## src/bdq_pkg.sv

```systemverilog
package bdq_pkg;

    localparam int CAPACITY = 16;
    localparam int PTR_W    = $clog2(CAPACITY);
    localparam int CNT_W    = $clog2(CAPACITY + 1);
    localparam int SUM_W    = PTR_W + 1;
    localparam int CMD_W    = 3;
    localparam int DATA_W   = 32;
    localparam int STATUS_W = 2;
    localparam int COUNT_W  = 5;

    localparam logic [CMD_W-1:0] CMD_PUSH_FRONT = 3'd0;
    localparam logic [CMD_W-1:0] CMD_PUSH_BACK  = 3'd1;
    localparam logic [CMD_W-1:0] CMD_POP_FRONT  = 3'd2;
    localparam logic [CMD_W-1:0] CMD_POP_BACK   = 3'd3;
    localparam logic [CMD_W-1:0] CMD_FIND       = 3'd4;

    localparam logic [STATUS_W-1:0] ST_OK    = 2'd0;
    localparam logic [STATUS_W-1:0] ST_FULL  = 2'd1;
    localparam logic [STATUS_W-1:0] ST_EMPTY = 2'd2;

    typedef enum logic [2:0] {
        OP_NONE,
        OP_PUSH_FRONT,
        OP_PUSH_BACK,
        OP_POP_FRONT,
        OP_POP_BACK,
        OP_SCAN_START,
        OP_SCAN_READ
    } dp_op_t;

    typedef struct packed {
        logic                load_in;
        dp_op_t              op;
        logic                set_result;
        logic [STATUS_W-1:0] result_status;
        logic                result_pop;
        logic                set_found;
        logic                load_out;
    } bdq_ctrl_t;

    typedef struct packed {
        logic [CMD_W-1:0] cmd;
        logic             full;
        logic             empty;
        logic             scan_hit;
        logic             scan_more;
    } bdq_stat_t;

    // Ring index of the entry that sits off places behind the front slot.
    function automatic logic [PTR_W-1:0] wrap_add(input logic [PTR_W-1:0] front,
                                                  input logic [SUM_W-1:0] off);
        logic [SUM_W-1:0] sum;
        sum = {1'b0, front} + off;
        if (sum >= SUM_W'(CAPACITY))
        begin
            sum = sum - SUM_W'(CAPACITY);
        end
        return sum[PTR_W-1:0];
    endfunction

endpackage

```

## src/bounded_deque_with_search_unit.sv

```systemverilog
// Channel  Direction  Handshake            Payload
// in       input      in_valid / in_stall  cmd, data_in
// out      output     out_valid / out_stall data_out, found, status, count
//
// One command at a time. Push and pop go from acceptance through EXEC to FIN.
// Find scans in SCAN between EXEC and FIN, one memory read a cycle.
// Find on an empty store skips the scan and goes from EXEC straight to FIN.
// The single read port of the entry store sets the find rate.
// A new command is taken while the previous result still waits on out_stall.
// rst_n clears the pointers and control state; the entry store is not cleared.
module bounded_deque_with_search_unit (
    input  logic                              clk,
    input  logic                              rst_n,
    input  logic                              in_valid,
    output logic                              in_stall,
    input  logic [bdq_pkg::CMD_W-1:0]         cmd,
    input  logic signed [bdq_pkg::DATA_W-1:0] data_in,
    output logic                              out_valid,
    input  logic                              out_stall,
    output logic signed [bdq_pkg::DATA_W-1:0] data_out,
    output logic                              found,
    output logic [bdq_pkg::STATUS_W-1:0]      status,
    output logic [bdq_pkg::COUNT_W-1:0]       count
);
    import bdq_pkg::*;

    bdq_ctrl_t ctrl;
    bdq_stat_t stat;

    bdq_ctrl u_ctrl (
        .clk       (clk),
        .rst_n     (rst_n),
        .in_valid  (in_valid),
        .in_stall  (in_stall),
        .out_valid (out_valid),
        .out_stall (out_stall),
        .stat      (stat),
        .ctrl      (ctrl)
    );

    bdq_dp u_dp (
        .clk      (clk),
        .rst_n    (rst_n),
        .ctrl     (ctrl),
        .stat     (stat),
        .cmd      (cmd),
        .data_in  (data_in),
        .data_out (data_out),
        .found    (found),
        .status   (status),
        .count    (count)
    );

endmodule

```

## src/bdq_dp.sv

```systemverilog
module bdq_dp (
    input  logic                          clk,
    input  logic                          rst_n,
    input  bdq_pkg::bdq_ctrl_t            ctrl,
    output bdq_pkg::bdq_stat_t            stat,
    input  logic [bdq_pkg::CMD_W-1:0]     cmd,
    input  logic signed [bdq_pkg::DATA_W-1:0] data_in,
    output logic signed [bdq_pkg::DATA_W-1:0] data_out,
    output logic                          found,
    output logic [bdq_pkg::STATUS_W-1:0]  status,
    output logic [bdq_pkg::COUNT_W-1:0]   count
);
    import bdq_pkg::*;

    logic [DATA_W-1:0]   mem [CAPACITY];
    logic [DATA_W-1:0]   rd_data_reg;
    logic [CMD_W-1:0]    cmd_reg;
    logic [DATA_W-1:0]   val_reg;
    logic [PTR_W-1:0]    front_reg;
    logic [PTR_W-1:0]    front_next;
    logic [CNT_W-1:0]    fill_reg;
    logic [CNT_W-1:0]    fill_next;
    logic [CNT_W-1:0]    idx_reg;
    logic [CNT_W-1:0]    idx_next;
    logic                cmp_pending_reg;
    logic                cmp_pending_next;
    logic [STATUS_W-1:0] res_status_reg;
    logic                res_pop_reg;
    logic                res_found_reg;
    logic [DATA_W-1:0]   data_out_reg;
    logic                found_reg;
    logic [STATUS_W-1:0] status_reg;
    logic [COUNT_W-1:0]  count_reg;

    logic [PTR_W-1:0] front_dec;
    logic [PTR_W-1:0] front_inc;
    logic [PTR_W-1:0] back_addr;
    logic [PTR_W-1:0] last_addr;
    logic [PTR_W-1:0] scan_addr;

    assign front_dec = (front_reg == '0) ? PTR_W'(CAPACITY - 1) : front_reg - 1'b1;
    assign front_inc = (front_reg == PTR_W'(CAPACITY - 1)) ? '0 : front_reg + 1'b1;
    assign back_addr = wrap_add(front_reg, SUM_W'(fill_reg));
    assign last_addr = wrap_add(front_reg, SUM_W'(fill_reg - 1'b1));
    assign scan_addr = wrap_add(front_reg, SUM_W'(idx_reg));

    assign stat.cmd       = cmd_reg;
    assign stat.full      = (fill_reg == CNT_W'(CAPACITY));
    assign stat.empty     = (fill_reg == '0);
    assign stat.scan_more = (idx_reg < fill_reg);
    assign stat.scan_hit  = cmp_pending_reg && (rd_data_reg == val_reg);

    always_comb
    begin
        front_next       = front_reg;
        fill_next        = fill_reg;
        idx_next         = idx_reg;
        cmp_pending_next = cmp_pending_reg;
        case (ctrl.op)
            OP_PUSH_FRONT:
            begin
                front_next = front_dec;
                fill_next  = fill_reg + 1'b1;
            end
            OP_PUSH_BACK:
            begin
                fill_next = fill_reg + 1'b1;
            end
            OP_POP_FRONT:
            begin
                front_next = front_inc;
                fill_next  = fill_reg - 1'b1;
            end
            OP_POP_BACK:
            begin
                fill_next = fill_reg - 1'b1;
            end
            OP_SCAN_START:
            begin
                idx_next         = '0;
                cmp_pending_next = 1'b0;
            end
            OP_SCAN_READ:
            begin
                idx_next         = idx_reg + 1'b1;
                cmp_pending_next = 1'b1;
            end
            default:
            begin
            end
        endcase
    end

    always_ff @(posedge clk or negedge rst_n)
    begin
        if (!rst_n)
        begin
            front_reg       <= '0;
            fill_reg        <= '0;
            idx_reg         <= '0;
            cmp_pending_reg <= 1'b0;
        end
        else
        begin
            front_reg       <= front_next;
            fill_reg        <= fill_next;
            idx_reg         <= idx_next;
            cmp_pending_reg <= cmp_pending_next;
        end
    end

    always_ff @(posedge clk)
    begin
        case (ctrl.op)
            OP_PUSH_FRONT: mem[front_dec] <= val_reg;
            OP_PUSH_BACK:  mem[back_addr] <= val_reg;
            OP_POP_FRONT:  rd_data_reg    <= mem[front_reg];
            OP_POP_BACK:   rd_data_reg    <= mem[last_addr];
            OP_SCAN_READ:  rd_data_reg    <= mem[scan_addr];
            default:
            begin
            end
        endcase
    end

    always_ff @(posedge clk)
    begin
        if (ctrl.load_in)
        begin
            cmd_reg <= cmd;
            val_reg <= data_in;
        end
        if (ctrl.set_result)
        begin
            res_status_reg <= ctrl.result_status;
            res_pop_reg    <= ctrl.result_pop;
            res_found_reg  <= 1'b0;
        end
        else if (ctrl.set_found)
        begin
            res_found_reg <= 1'b1;
        end
        if (ctrl.load_out)
        begin
            data_out_reg <= res_pop_reg ? rd_data_reg : '0;
            found_reg    <= res_found_reg;
            status_reg   <= res_status_reg;
            count_reg    <= COUNT_W'(fill_reg);
        end
    end

    assign data_out = data_out_reg;
    assign found    = found_reg;
    assign status   = status_reg;
    assign count    = count_reg;

`ifndef SYNTH
    a_fill_bound: assert property (@(posedge clk) disable iff (!rst_n)
        fill_reg <= CNT_W'(CAPACITY))
        else $error("fill count exceeds capacity");

    a_front_bound: assert property (@(posedge clk) disable iff (!rst_n)
        front_reg <= PTR_W'(CAPACITY - 1))
        else $error("front pointer out of range");

    a_pop_not_empty: assert property (@(posedge clk) disable iff (!rst_n)
        (ctrl.op == OP_POP_FRONT || ctrl.op == OP_POP_BACK) |-> fill_reg != '0)
        else $error("pop issued on an empty store");

    a_push_not_full: assert property (@(posedge clk) disable iff (!rst_n)
        (ctrl.op == OP_PUSH_FRONT || ctrl.op == OP_PUSH_BACK) |=> fill_reg != '0)
        else $error("push left the store empty");
`endif

endmodule

```

## src/bdq_ctrl.sv

```systemverilog
module bdq_ctrl (
    input  logic               clk,
    input  logic               rst_n,
    input  logic               in_valid,
    output logic               in_stall,
    output logic               out_valid,
    input  logic               out_stall,
    input  bdq_pkg::bdq_stat_t stat,
    output bdq_pkg::bdq_ctrl_t ctrl
);
    import bdq_pkg::*;

    typedef enum logic [1:0] {
        S_IDLE,
        S_EXEC,
        S_SCAN,
        S_FIN
    } state_t;

    state_t state_reg;
    logic   in_stall_reg;
    logic   out_valid_reg;
    logic   accept;

    assign accept = in_valid && !in_stall_reg;

    always_comb
    begin
        ctrl               = '0;
        ctrl.op            = OP_NONE;
        ctrl.result_status = ST_OK;
        case (state_reg)
            S_IDLE:
            begin
                ctrl.load_in = accept;
            end
            S_EXEC:
            begin
                ctrl.set_result = 1'b1;
                case (stat.cmd)
                    CMD_PUSH_FRONT:
                    begin
                        if (stat.full)
                        begin
                            ctrl.result_status = ST_FULL;
                        end
                        else
                        begin
                            ctrl.op = OP_PUSH_FRONT;
                        end
                    end
                    CMD_PUSH_BACK:
                    begin
                        if (stat.full)
                        begin
                            ctrl.result_status = ST_FULL;
                        end
                        else
                        begin
                            ctrl.op = OP_PUSH_BACK;
                        end
                    end
                    CMD_POP_FRONT:
                    begin
                        if (stat.empty)
                        begin
                            ctrl.result_status = ST_EMPTY;
                        end
                        else
                        begin
                            ctrl.op         = OP_POP_FRONT;
                            ctrl.result_pop = 1'b1;
                        end
                    end
                    CMD_POP_BACK:
                    begin
                        if (stat.empty)
                        begin
                            ctrl.result_status = ST_EMPTY;
                        end
                        else
                        begin
                            ctrl.op         = OP_POP_BACK;
                            ctrl.result_pop = 1'b1;
                        end
                    end
                    CMD_FIND:
                    begin
                        if (!stat.empty)
                        begin
                            ctrl.op = OP_SCAN_START;
                        end
                    end
                    default:
                    begin
                    end
                endcase
            end
            S_SCAN:
            begin
                if (stat.scan_hit)
                begin
                    ctrl.set_found = 1'b1;
                end
                else if (stat.scan_more)
                begin
                    ctrl.op = OP_SCAN_READ;
                end
            end
            S_FIN:
            begin
                ctrl.load_out = !out_valid_reg || !out_stall;
            end
            default:
            begin
            end
        endcase
    end

    always_ff @(posedge clk or negedge rst_n)
    begin
        if (!rst_n)
        begin
            state_reg     <= S_IDLE;
            in_stall_reg  <= 1'b0;
            out_valid_reg <= 1'b0;
        end
        else
        begin
            if (ctrl.load_out)
            begin
                out_valid_reg <= 1'b1;
            end
            else if (!out_stall)
            begin
                out_valid_reg <= 1'b0;
            end
            case (state_reg)
                S_IDLE:
                begin
                    if (accept)
                    begin
                        state_reg    <= S_EXEC;
                        in_stall_reg <= 1'b1;
                    end
                end
                S_EXEC:
                begin
                    if (stat.cmd == CMD_FIND && !stat.empty)
                    begin
                        state_reg <= S_SCAN;
                    end
                    else
                    begin
                        state_reg <= S_FIN;
                    end
                end
                S_SCAN:
                begin
                    if (stat.scan_hit || !stat.scan_more)
                    begin
                        state_reg <= S_FIN;
                    end
                end
                S_FIN:
                begin
                    if (ctrl.load_out)
                    begin
                        state_reg    <= S_IDLE;
                        in_stall_reg <= 1'b0;
                    end
                end
                default:
                begin
                    state_reg <= S_IDLE;
                end
            endcase
        end
    end

    assign in_stall  = in_stall_reg;
    assign out_valid = out_valid_reg;

`ifndef SYNTH
    a_busy_stalls: assert property (@(posedge clk) disable iff (!rst_n)
        (state_reg != S_IDLE) |-> in_stall_reg)
        else $error("input not stalled while a transaction is in progress");

    a_accept_exec: assert property (@(posedge clk) disable iff (!rst_n)
        accept |=> state_reg == S_EXEC)
        else $error("accepted transaction did not start execution");

    a_load_valid: assert property (@(posedge clk) disable iff (!rst_n)
        ctrl.load_out |=> out_valid_reg && state_reg == S_IDLE)
        else $error("result load did not raise out_valid");
`endif

endmodule
```

## config.mk

```make
export PLATFORM = sky130hd
export DESIGN_NAME = bounded_deque_with_search_unit
export DESIGN_NICKNAME = d
export VERILOG_FILES = /design/src/bdq_pkg.sv /design/src/bounded_deque_with_search_unit.sv /design/src/bdq_dp.sv /design/src/bdq_ctrl.sv
export SDC_FILE = /design/constraint.sdc
export NUM_CORES = 1
export LEC_CHECK = 0
export BUFFER_PORTS_ARGS = -buffer_cell sky130_fd_sc_hd__buf_2
export CORE_ASPECT_RATIO = 1.1
export CORE_MARGIN = 2
export CORE_UTILIZATION = 30
export CTS_CLUSTER_DIAMETER = 50
export DETAILED_ROUTE_END_ITERATION = 6
export GPL_ROUTABILITY_DRIVEN = 0
export GPL_TIMING_DRIVEN = 0
export PLACE_DENSITY_LB_ADDON = 0.3
export SYNTH_ARGS = -nofsm -noshare
export SYNTH_HDL_FRONTEND = slang
export SYNTH_SLANG_ARGS = --single-unit
```

## constraint.sdc

```tcl
create_clock -name clk -period 6.4 [get_ports clk]
set_input_delay 0.64 -clock clk [delete_from_list [all_inputs] [get_ports clk]]
set_output_delay 0.64 -clock clk [all_outputs]
set_load 0.05 [all_outputs]
```

==> results of run 1 <==
==> layout by cell type, fill, tap and decap left out, types with 11 or more instances in the layout <==
cell,count
nand3_1,11
ha_1,23
mux2i_1,64
nand2_1,118
a21oi_1,16
buf_16,21
o211ai_1,33
dfrtp_1,19
inv_1,20
nand4_1,15
mux2_2,56
clkbuf_16,87
mux4_2,416
o221ai_1,31
buf_1,30
clkinv_2,14
nor2_1,22
clkbuf_1,85
buf_2,113
edfxtp_1,622
o22ai_4,16
xnor2_1,44
o21ai_0,34
and2_1,32
==> through the flow <==
stage,worst slack [ps],instances,hold WS [ps]
after floorplan,1980,1831,344
after global placement,-2690,3417,404
after CTS,1190,3610,109
after detailed placement,1200,3454,405
final,1190,3613,150
after global routing,1050,3612,137
==> worst reg2reg max path: stages (launching register included) <==
cell and delay, ps:
edfxtp_1 650, xnor2_1 780, nand4_1 200, nor4_2 720
and3_1 270, buf_4 150, o21ai_4 150, o21a_4 300
or4_4 590, o22ai_4 680, buf_16 260, buf_16 180
==> layout make-up <==
type                            instances  area [um^2]  share of cell area (%)
Buffer                                140          572                    1.43
Timing Repair Buffer                  120         1290                    3.23
Inverter                               22         82.6                   0.207
Sequential cell                       642        19200                    48.0
Tap cell                             1506         1880                    4.72
Clock inverter                         58          596                    1.49
Multi-Input combinational cell       1027        14100                    35.4
Antenna cell                            1         2.50                 0.00626
Clock buffer                           97         2210                    5.54
==> worst paths after layout <==
kind                                         from          endpoint  slack [ps]  depth (start not counted)
setup / recovery                 u_dp.val_reg[23]  u_dp.mem[15][28]        1190                         11
hold / removal                             cmd[0]   u_dp.cmd_reg[0]         150                          1
setup reg to reg                 u_dp.val_reg[23]  u_dp.mem[15][28]        1190                         11
hold reg to reg            u_dp.res_status_reg[0]    u_dp.status[0]         420                          0
max in group asynchronous                   rst_n  u_dp.fill_reg[4]        5600                          2
min in group asynchronous                   rst_n  u_ctrl.out_valid         460                          2
==> metal layers <==
metal  up-vias  global-route usage, %  wire (um)
met1     11200                   26.3      44600
met2      1467                   31.4      53800
li1       8284                      -          -
met4         0                   8.80       5350
met5         -                      0          0
met3       278                   5.37      12000
==> synthesized netlist by cell type (3+ instances only) <==
cell type  number  area (um^2)
nand2_1       118          443
mux2_1          7         78.8
o31ai_1         5         37.5
o211ai_1       33          248
mux2i_1        64          641
buf_1          32          120
fa_1            3         60.1
nand3_1        11         55.1
o221ai_1       31          272
a211oi_1        3         22.5
buf_2          32          160
a21oi_1        16         80.1
and3_1          3         18.8
edfxtp_1      622        18700
nand2b_1        6         37.5
mux4_2        416         9370
nand4_1        15         93.8
nor2b_1         3         18.8
o21ai_1        10         50.1
o21ai_0        35          175
nor2_1         22         82.6
ha_1           23          288
inv_1          21         78.8
clkbuf_1       75          282
a21o_1          7         52.6
nor3_1          5         25.0
xnor2_1        45          394
mux2_2         56          631
xor2_1          6         52.6
and2_1         32          200
o22ai_1        19          119
dfrtp_1        19          475
==> what timing repair did <==
action                                 CTS  global route
setup endpoints to repair                0             0
hold buffers                             1             0
endpoints found under the hold margin   19             0
==> kinds of logic (layout without fill, tap and decap cells) <==
| logic type | after synthesis | in the layout |
|---|---|---|
| AOI/OAI and AO/OA | 176 | 176 |
| xor gates and xnor gates | 52 | 52 |
| adders and majority gates | 26 | 26 |
| buffers and inverters | 162 | 437 |
| DFF | 642 | 642 |
| muxes | 543 | 543 |
| other | 0 | 1 |
| and+or+nand+nor | 230 | 230 |
==> flow_summary_export.csv, run 1 <==
group,metric,value,unit
placed_design,hpwl,80.1,mm
yosys,synth_mux_area_share,31.8,%
yosys,syn_nets,1896,
sta,period_minus_slack,5210,ps
detailed_routing,routed-via-count,21200,
grt,antenna_found_initial,0,
critical_path,critPathArrivalTime,5580,ps
job,timing.max_cap.violations,0,
floorplan,dieArea,115000,um^2
sta,period_share,81.5,%
floorplan,die_h,356,um
grt,grt_max_degree,22,
sta,finalSetupViolations,0,
detailed_routing,drc,0,
clock_tree,cts_htree_levels,3,
finish,final_area,40000,um^2
placed_design,portBuffers,80,
detailed_routing,ant_nets,0,
yosys,async_flop_share,2.96,%
clock_tree,cts.sinks,642,
sta,fmax,192,MHz
clock_tree,clock-root-buffer,"clkbuf_16",
critical_path,crit_required,6770,ps
status,status,"finished clean",
critical_path,end_kind,"register",
finish,syn_to_final_growth,18.5,%
clock_tree,clockBufferDepth,3,
clock_tree,path_clk_slew,60,ps
critical_path,critPathMaxFanout,17,
yosys,ys_seq_elements,642,
finish,regMostFlops,"u_dp.mem",
floorplan,die_w,324,um
sta,grt_setup_unrepaired,"no",
finish,layout.nets,2105,
yosys,yosys.area_share.simple,3.34,%
sta,finalClockSkew,35.1,ps
critical_path,slowest_stage,"xnor2_1",
finish,utilization,35.7,%
critical_path,cp_top_family,"simple AND/OR/NAND/NOR gates",
grt,grt_pass1_wl,163,mm
worst_hold_path,hold_path_class,"in2reg",
critical_path,cp_cell_sequence,"xnor2_1, nand4_1, nor4_2, and3_1, buf_4, o21ai_4, o21a_4, or4_4, o22ai_4, buf_16, buf_16",
grt,gr-total-overflow,0,
floorplan,io_pins,81,
detailed_routing,drtIter0Drc,3143,
clock_tree,tritoncts,"yes",
detailed_routing,routed_via_density,5.88,
clock_tree,clock_latency,680,ps
critical_path,crit_type,"reg2reg",
yosys,avgSynthCellArea,18.4,um^2
clock_tree,cts_resized,0,
floorplan,initial_core_util,30.1,%
yosys,yosysWarnings,0,
grt,first_global_vias,21700,
critical_path,cp_num_buf_inv,3,
sta,finalHoldViolations,0,
finish,largest_reg_flops,512,
yosys,synthFlopType,"edfxtp_1",
detailed_routing,dr.pass1.iters,5,
critical_path,slowest_delay,780,ps
yosys,synth_compound_area_share,3.67,%
sta,drv_slew,0,
clock_tree,numCtsBuffers,87,
yosys,netlist-cell-type-count,62,
sta,slew_headroom,2.01,%
yosys,syn-cell-area,33700,um^2
yosys,synth_edf_count,622,
finish,nFillCells,10400,
yosys,synth-xor-area-share,1.37,%
floorplan,coreArea,112000,um^2
clock_tree,cts_setup_buffers,0,
yosys,synth_top_family_by_area,"multiplexers",
sta,tightest_slew,1460,ps
grt,grtUsageTotal,20.1,%
sta,setup_tns,0,ps
yosys,seq_area_frac_synth,56.9,%
critical_path,cp-start-kind,"register",
floorplan,rows,129,
finish,drive_gt1_share,37.8,%
yosys,netlist_instances,1831,
detailed_routing,route.detailed.wl_per_inst,32.0,um
yosys,synth_fa_ha_area_share,1.03,%
critical_path,cp_common_cell,"buf_16",
detailed_routing,routed_wl,116,mm
placed_design,placed_cell_area,37100,um^2
Power of run 1 is not shown: default switching activity piles up to over one toggle a cycle in this logic, so the estimate is an artifact.
==> inputs of run 2 (changes only) <==
==> constraint.sdc (replaced) <==
create_clock -name clk -period 4.4 [get_ports clk]
set_input_delay 0.44 -clock clk [delete_from_list [all_inputs] [get_ports clk]]
set_output_delay 0.44 -clock clk [all_outputs]
set_load 0.05 [all_outputs]
==> run 2 against run 1 <==
  * Clock-buffer cell count shrank 2
  * Final cell count grew 1.5%
  * Via count grew 0.73%
  * Register-to-register slack lost 1100 ps
  * Non-clock buffer count grew 64
  * Fmax grew 20%
  * First-iteration DRC count grew 2.9%
  * Critical path depth shrank 1
  * Critical path type unchanged
==> flow_summary_export.csv, run 2 (same netlist as run 1, synthesis figures left out) <==
group,metric,value,unit
floorplan,die_w,324,um
sta,period_minus_slack,4340,ps
grt,gr-max-usage-layer,"met2",
detailed_routing,routed_via_density,5.83,
clock_tree,cts_htree_levels,3,
critical_path,critPathArrivalTime,4670,ps
grt,grt_max_degree,22,
grt,grt_pass1_wl,163,mm
detailed_routing,routed_wl,116,mm
detailed_routing,routed-via-count,21400,
finish,layout.nets,2162,
detailed_routing,drc,0,
sta,drv_slew,0,
finish,syn_to_final_growth,21.0,%
floorplan,coreArea,112000,um^2
finish,largest_reg_flops,512,
sta,tightest_slew,1300,ps
clock_tree,cts.sinks,642,
grt,gr-total-overflow,0,
critical_path,crit_start,"u_dp.val_reg[24]",
floorplan,io_pins,81,
critical_path,r2r_slack,60,ps
detailed_routing,dr.pass1.iters,6,
finish,drive_gt1_share,39.7,%
floorplan,rows,129,
placed_design,hpwl,80.2,mm
finish,regMostFlops,"u_dp.mem",
grt,first_global_vias,22000,
clock_tree,tritoncts,"yes",
floorplan,dieArea,115000,um^2
finish,layout_commonest_cell,"edfxtp_1",
grt,antenna_found_initial,1,
critical_path,worstRegToRegCells,10,
grt,grtUsageTotal,20.1,%
critical_path,crit_required,4730,ps
detailed_routing,route.detailed.wl_per_inst,31.6,um
sta,slew_headroom,13.0,%
clock_tree,clockBufferDepth,3,
clock_tree,numCtsBuffers,80,
sta,finalHoldViolations,0,
finish,antenna_cells,0,
sta,hold_slack,22.3,ps
critical_path,crit_type,"reg2reg",
critical_path,r2r-end,"u_dp.rd_data_reg[4]",
detailed_routing,drtIter0Drc,3233,
grt,grtUsageMet3,5.29,%
grt,met1_usage,26.1,%
sta,finalClockSkew,29.9,ps
sta,setup_tns,0,ps
floorplan,initial_core_util,30.1,%
sta,fmax,230,MHz
critical_path,cp-start-kind,"register",
finish,final_cell_mix,"edfxtp_1 (622), mux4_2 (416), nand2_1 (118)",
detailed_routing,ant_nets,0,
status,status,"finished clean",
grt,met2_usage,31.6,%
worst_hold_path,hold_path_class,"in2reg",
clock_tree,path_clk_slew,60,ps
sta,finalSetupViolations,0,
critical_path,end_kind,"register",
job,timing.max_cap.violations,0,
sta,grt_setup_unrepaired,"yes",
floorplan,die_h,356,um
placed_design,portBuffers,80,
clock_tree,clock-root-buffer,"clkbuf_16",
critical_path,critPathMaxFanout,17,
clock_tree,clock_latency,650,ps
critical_path,rr_startpoint,"u_dp.val_reg[24]",
critical_path,crit_path_end,"u_dp.rd_data_reg[4]",
sta,period_share,98.7,%
run 2: cell types whose count changed in the layout (fill, tap and decap cells not counted), moves of 5 or more:
cell           change
buf_4             +16
clkbuf_16          -5
clkbuf_2          +28
buf_12            +16
inv_6              +5
xnor2_1           -11
bufinv_16          +5
clkinv_2           -5
xnor2_2            +9
dlygate4sd3_1     +34
buf_1              -5
clkbuf_1          -23
run 2: layout make-up:
type                            count  area, um^2
Clock inverter                     53         613
Buffer                            139         621
Fill cell                       10400       71200
Multi-Input combinational cell   1027       14300
Clock buffer                       95        2110
Inverter                           22        82.6
Timing Repair Buffer              185        2060
Tap cell                         1506        1880
Sequential cell                   642       19200
run 2: worst min path at each step:
stage | from | endpoint | slack (ps) | depth (start not counted)
final | data_in[20] | u_dp.val_reg[20] | 20 | 1
after floorplan | rst_n | u_ctrl.in_stall | 140 | 0
after CTS | data_in[20] | u_dp.val_reg[20] | 20 | 1
after global routing | data_in[20] | u_dp.val_reg[20] | 30 | 1
after global placement | u_dp.res_status_reg[0] | u_dp.status[0] | 410 | 0
after detailed placement | u_dp.res_status_reg[0] | u_dp.status[0] | 410 | 0
run 2: critical path: stages (launching register included):
cell      delay, ps
edfxtp_1        690
xnor2_4         420
nand4_1         320
nor4_4          410
and3_1          210
buf_4           140
nor2_1           80
o21bai_1        340
buf_2           410
buf_1           710
o221ai_1        270
run 2: layer usage:
layer / part of all wire, % / vias up / wire length, um
met5: 0.011 / - / 13
li1: - / 8403 / -
met3: 10 / 293 / 11800
met1: 38 / 11200 / 44400
met2: 47 / 1461 / 54600
met4: 4.5 / 2 / 5200
run 2: through the flow:
step / worst slack (ps) / cells / utilization, % / area, um^2
2_1_floorplan: 81.1 / 1831 / - / 33700
3_3_place_gp: -4130 / 3417 / 32.1 / 36000
3_5_place_dp: -674 / 3455 / 33.1 / 37100
4_1_cts: 6.41 / 3661 / 36.3 / 40600
5_1_grt: -2.79 / 3669 / 36.4 / 40800
6_report: 56.8 / 3669 / 36.4 / 40800
run 2: repair_timing:
action	CTS	global route
gates resized for setup	16	65
pin swaps	15	2
endpoints found under the hold margin	53	0
buffers inserted	24	8
hold buffers	35	0
endpoints found under the setup margin	575	113
Power of run 2 is left out for the same reason.
